### src/design/qmn_pkg.sv
package qmn_pkg;

  localparam int unsigned CompW    = 32;
  localparam int unsigned ProdW    = 64;
  localparam int unsigned SumW     = 66;
  localparam int unsigned MagW     = 65;
  localparam int unsigned LenW     = 7;
  localparam int unsigned AlW      = 31;
  localparam int unsigned SqW      = 62;
  localparam int unsigned SsW      = 64;
  localparam int unsigned RootW    = 32;
  localparam int unsigned RemW     = 34;
  localparam int unsigned SqSteps  = 32;
  localparam int unsigned QuoW     = 31;
  localparam int unsigned DivSteps = 31;
  localparam int unsigned FracBits = 30;

  localparam logic [QuoW-1:0] OneQ30 = QuoW'(1) << FracBits;

  typedef struct packed {
    logic [3:0][AlW-1:0] mag;
    logic [3:0]          neg;
    logic                zero;
  } side_t;

  typedef struct packed {
    logic [3:0] neg;
    logic       zero;
  } sign_t;

endpackage

### src/design/qmn_div_lane.sv
module qmn_div_lane
  import qmn_pkg::*;
(
  input  logic             clk_i,
  input  logic             en_i,
  input  logic [AlW-1:0]   mag_i,
  input  logic [RootW-1:0] root_i,
  output logic [QuoW-1:0]  quo_o
);

  logic [RootW-1:0] rem_q  [DivSteps];
  logic [QuoW-1:0]  low_q  [DivSteps];
  logic [QuoW-1:0]  quo_q  [DivSteps];
  logic [RootW-1:0] root_q [DivSteps];

  logic [61:0] num;
  assign num = {mag_i, {FracBits{1'b0}}} + 62'(root_i >> 1);

  for (genvar j = 0; j < DivSteps; j++) begin : g_step
    logic [RootW-1:0] rem_in;
    logic [QuoW-1:0]  low_in;
    logic [QuoW-1:0]  quo_in;
    logic [RootW-1:0] root_in;
    logic [RootW:0]   trial;
    logic [RootW+1:0] diff;

    if (j == 0) begin : g_first
      assign rem_in  = {1'b0, num[61:31]};
      assign low_in  = num[30:0];
      assign quo_in  = '0;
      assign root_in = root_i;
    end else begin : g_next
      assign rem_in  = rem_q[j-1];
      assign low_in  = low_q[j-1];
      assign quo_in  = quo_q[j-1];
      assign root_in = root_q[j-1];
    end

    assign trial = {rem_in, low_in[QuoW-1]};
    assign diff  = {1'b0, trial} - {2'b00, root_in};

    always_ff @(posedge clk_i) begin
      if (en_i) begin
        rem_q[j]  <= diff[RootW+1] ? trial[RootW-1:0] : diff[RootW-1:0];
        low_q[j]  <= {low_in[QuoW-2:0], 1'b0};
        quo_q[j]  <= {quo_in[QuoW-2:0], ~diff[RootW+1]};
        root_q[j] <= root_in;
      end
    end
  end

  assign quo_o = quo_q[DivSteps-1];

endmodule

### config.mk
export PLATFORM = sky130hd
export DESIGN_NAME = qmn_div_lane
export DESIGN_NICKNAME = d
export VERILOG_FILES = /design/src/design/qmn_pkg.sv /design/src/design/qmn_div_lane.sv
export SDC_FILE = /design/constraint.sdc
export NUM_CORES = 2
export LEC_CHECK = 0
export BUFFER_PORTS_ARGS = -buffer_cell sky130_fd_sc_hd__buf_4
export CORE_MARGIN = 2
export CORE_UTILIZATION = 40
export DETAILED_ROUTE_END_ITERATION = 8
export SKIP_CTS_REPAIR_TIMING = 1
export SLEW_MARGIN = 20
export SYNTH_ARGS = -nofsm -noshare
export SYNTH_HDL_FRONTEND = slang
export SYNTH_SLANG_ARGS = --single-unit
### constraint.sdc
create_clock -name clk_i -period 4.56 [get_ports clk_i]
set_input_delay 0.912 -clock clk_i [delete_from_list [all_inputs] [get_ports clk_i]]
set_output_delay 0.912 -clock clk_i [all_outputs]
set_load 0.01 [all_outputs]
### Yosys cells after proc, flatten, opt, wreduce, memory -nomap -nowiden

Memories as Yosys holds them, arrays and structs flattened.
Index checks and enable logic that the tools add are counted.

* bits in registers: 0
* RAM bits: 3875
* bits of input ports: 65
* logic and storage cells: 100
* memories kept: 4

* add/subtract/negate cells: 32
* multiplexer cells: 33
* bitwise gates (word level): 31

Memories
* rem_q: words 31, bits a word 32, rd ports 30, clocked after memory_dff 0, write ports 31, line qmn_div_lane.sv:11 `logic [RootW-1:0] rem_q [DivSteps];`
* root_q: words 31, bits a word 32, rd ports 30, clocked after memory_dff 0, write ports 31, line qmn_div_lane.sv:14 `logic [RootW-1:0] root_q [DivSteps];`
* quo_q: words 31, bits a word 31, rd ports 31, clocked after memory_dff 0, write ports 31, line qmn_div_lane.sv:13 `logic [QuoW-1:0] quo_q [DivSteps];`
* low_q: words 31, bits a word 30, rd ports 30, clocked after memory_dff 0, write ports 31, line qmn_div_lane.sv:12 `logic [QuoW-1:0] low_q [DivSteps];`

Operators with widths (number)
* subtractor 33 x 32 -> 34 bit: 30
* 2-to-1 mux 32 bit: 31
* adder 61 x 31 -> 62 bit: 1
* subtractor 32 x 32 -> 33 bit: 1
* inverter 1 bit: 31
* 2-to-1 mux 1 bit: 2

### Logic depth before layout (Yosys ltp)

* depth in word-level cells: 3
* gate-level depth with buffers: 21

### Least setup slack after synthesis

OpenSTA, ideal clock, no wires.

* path kind: input -> register
* from: input mag_i[0]
* to: memory rem_q[0][29] (data pin)
* arrival time: 4410 ps
* setup slack: -110 ps
* cell stages on the path: 20
* buffers on the path: 0
* cell sequence: ha_1 > nand4_1 > nor2_1 > and3_1 > nand4_1 > inv_1 > and3_1 > xor2_1 > ha_1 > a21o_1 > a21o_1 > a21o_1 > a21oi_1 > nor2_1 > nor3b_1 > a221oi_1 > or4_1 > a31oi_1 > xnor2_1 > mux2_2

RTL lines
* start: declaration: line qmn_div_lane.sv:6 `input logic [AlW-1:0] mag_i,`
* end: declaration: line qmn_div_lane.sv:11

==> impl_metrics.json <==
{
  "area_delta_synth_final_pct": 13.4,
  "synth.distinct_cells": 98,
  "antenna_found_initial": 3,
  "syn-cell-area_um2": 132000,
  "worst_pin_slew_ps": 991,
  "dp_hpwl_mm": 222,
  "insertion_delay_ps": 890,
  "grt_max_degree": 135,
  "syn_avg_cell_area_um2": 11.4,
  "core_um2": 330000,
  "period_share": 0.961,
  "slew_viol_final": 0,
  "synth_seq_cells": 2416,
  "num-nets-final": 13200,
  "synthCells": 11600,
  "yosysTopAreaCellShare": 0.548,
  "final_cell_area_um2": 150000,
  "slew_headroom": 0.333,
  "globalplace.congestion": 0.893,
  "antenna_left": 0,
  "start_util": 0.401,
  "start_kind": "register",
  "synth_common_cells": "edfxtp_1, inv_1, a21oi_1, ha_1, nand2_1",
  "cp_max_fo": 43,
  "p_leak_nw": 61.2,
  "synth_flop_cell": "edfxtp_1",
  "cap_violations": 0,
  "yosys-top-cells-area": "edfxtp_1, ha_1, a21oi_1",
  "drive_gt1_frac": 0.0932,
  "cts.path.max_buffers": 4,
  "syn_nets": 12700,
  "drcViolationCount": 0,
  "track_usage": 0.173,
  "cp.arrival_ps": 5040,
  "vias": 88600,
  "hold_ws_ps": 216,
  "grt_pass1_vias": 88600,
  "power.density_nw_per_um2": 718,
  "die_area_um2": 336000,
  "synth_enable_flop_cells": 2416,
  "setup_viol": 0,
  "wl_per_cell_um": 17.7,
  "grt_pass1_wl_mm": 474,
  "synthArstFlopShare": 0,
  "path_class": "register to register",
  "die_height_um": 579,
  "cts-root-buf": "clkbuf_16",
  "ctsHtreeMaxLevel": 5,
  "timing_hold_violations_final": 0,
  "fin_crit_ps": 4380,
  "fmax_ghz": 0.228,
  "first_pass_iters": 6,
  "clk_pin_slew_ps": 60,
  "placed_cell_area_um2": 141000,
  "filler_cell_count": 29400,
  "ys_seq_area_frac": 0.548,
  "endpoint_kind": "register",
  "numClockSinks": 2416,
  "yosys_warnings": 0,
  "viasPerCell": 5.31,
  "status": "completed",
  "die_x_um": 579,
  "cts_made_buffers": 285,
  "overflow": 0,
  "drtIter0Drc": 5856,
  "seq_area_um2": 72500,
  "synthDominantAreaCellType": "edfxtp_1",
  "ioPinCount": 96,
  "hold_path.class": "input pin to register",
  "ir_drop_uv": 318,
  "yosysMostFrequentCell": "edfxtp_1",
  "p_total_mw": 108,
  "clock-skew-final_ps": 38.5,
  "crit_required_ps": 5220,
  "multiInputGateArea_um2": 54500,
  "numPortBuffers": 95,
  "wl_mm": 296,
  "cts_tree": "built",
  "rows": 211
}
## metrics by stage
step	util	cells	setup TNS, ps	worst slack [ps]
floorplan	-	11600	0	3.40
global placement	0.427	16200	-21950	-758
detailed placement	0.427	16200	-22300	-791
CTS	0.455	16700	0	191
global route	0.455	16700	-18.2	-8.33
finish	0.455	16700	0	179
## worst max-delay path, cell delays in order (launching register included)
cell and delay (ps):
edfxtp_1 410, ha_1 290, nor2b_1 190, o211ai_1 130, a31oi_1 260, o211ai_1 180, o31ai_1 870, o41ai_2 280
o41ai_1 450, buf_4 190, a211o_1 170, a31oi_4 200, buf_12 230, o31ai_1 290
## cells by family after synthesis
| family | synth area share |
|---|---|
| xor+xnor | 0.0555 |
| fa+ha+maj | 0.0984 |
| compound gates | 0.154 |
| mux | 0.0177 |
| flops | 0.548 |
| simple gates | 0.0839 |
| buf+inv | 0.0420 |
## placed cells by master, fill, tap and decap left out, types with 147 or more instances in the layout
master     instances
edfxtp_1        2416
inv_1           1148
a21oi_1         1044
ha_1             993
nand2_1          990
o21ai_0          889
nor2_1           642
a21o_1           476
xnor2_1          468
buf_4            381
xor2_1           370
clkbuf_16        294
mux2_2           179
nor2b_1          147
## routing by layer
layer  vias up  wire [µm]  track usage
met5         -          9            0
met4         2      10100       0.0583
met3       626      11500       0.0218
met2      2025     147000        0.311
met1     42500     127000        0.215
li1      43400          -            -
## path summary, 6_finish.rpt
| kind | start | end | slack, ps | depth (start not counted) |
|---|---|---|---|---|
| setup / recovery | rem_q[1][192]$_DFFE_PP_ | rem_q[1][227]$_DFFE_PP_ | 180 | 13 |
| hold / removal | root_i[1] | root_q[0][1]$_DFFE_PP_ | 220 | 1 |
| setup reg to reg | rem_q[1][192]$_DFFE_PP_ | rem_q[1][227]$_DFFE_PP_ | 180 | 13 |
| hold reg to reg | quo_q[1][34]$_DFFE_PP_ | quo_q[1][66]$_DFFE_PP_ | 410 | 0 |
## layout make-up
| cell class | instances | area share |
|---|---|---|
| Antenna cell | 2 | 0.0000333 |
| Clock buffer | 345 | 0.0503 |
| Clock inverter | 165 | 0.0119 |
| Tap cell | 4366 | 0.0364 |
| Sequential cell | 2416 | 0.483 |
| Multi-Input combinational cell | 7803 | 0.363 |
| Inverter | 1149 | 0.0287 |
| Timing Repair Buffer | 436 | 0.0264 |
## state kept, by name, indices dropped and copies added, names as in the netlist
signal  flops
rem_q     960
quo_q     496
root_q    960
## power by group
part / switching, mW / internal [mW] / leakage (nW)
registers: 3.49 / 33.2 / 23.6
clock network: 9.09 / 13.7 / 4.52
logic: 27.5 / 20.7 / 33.0
total: 40.1 / 67.6 / 61.2
Note: power is estimated with default switching activity, not from simulation.
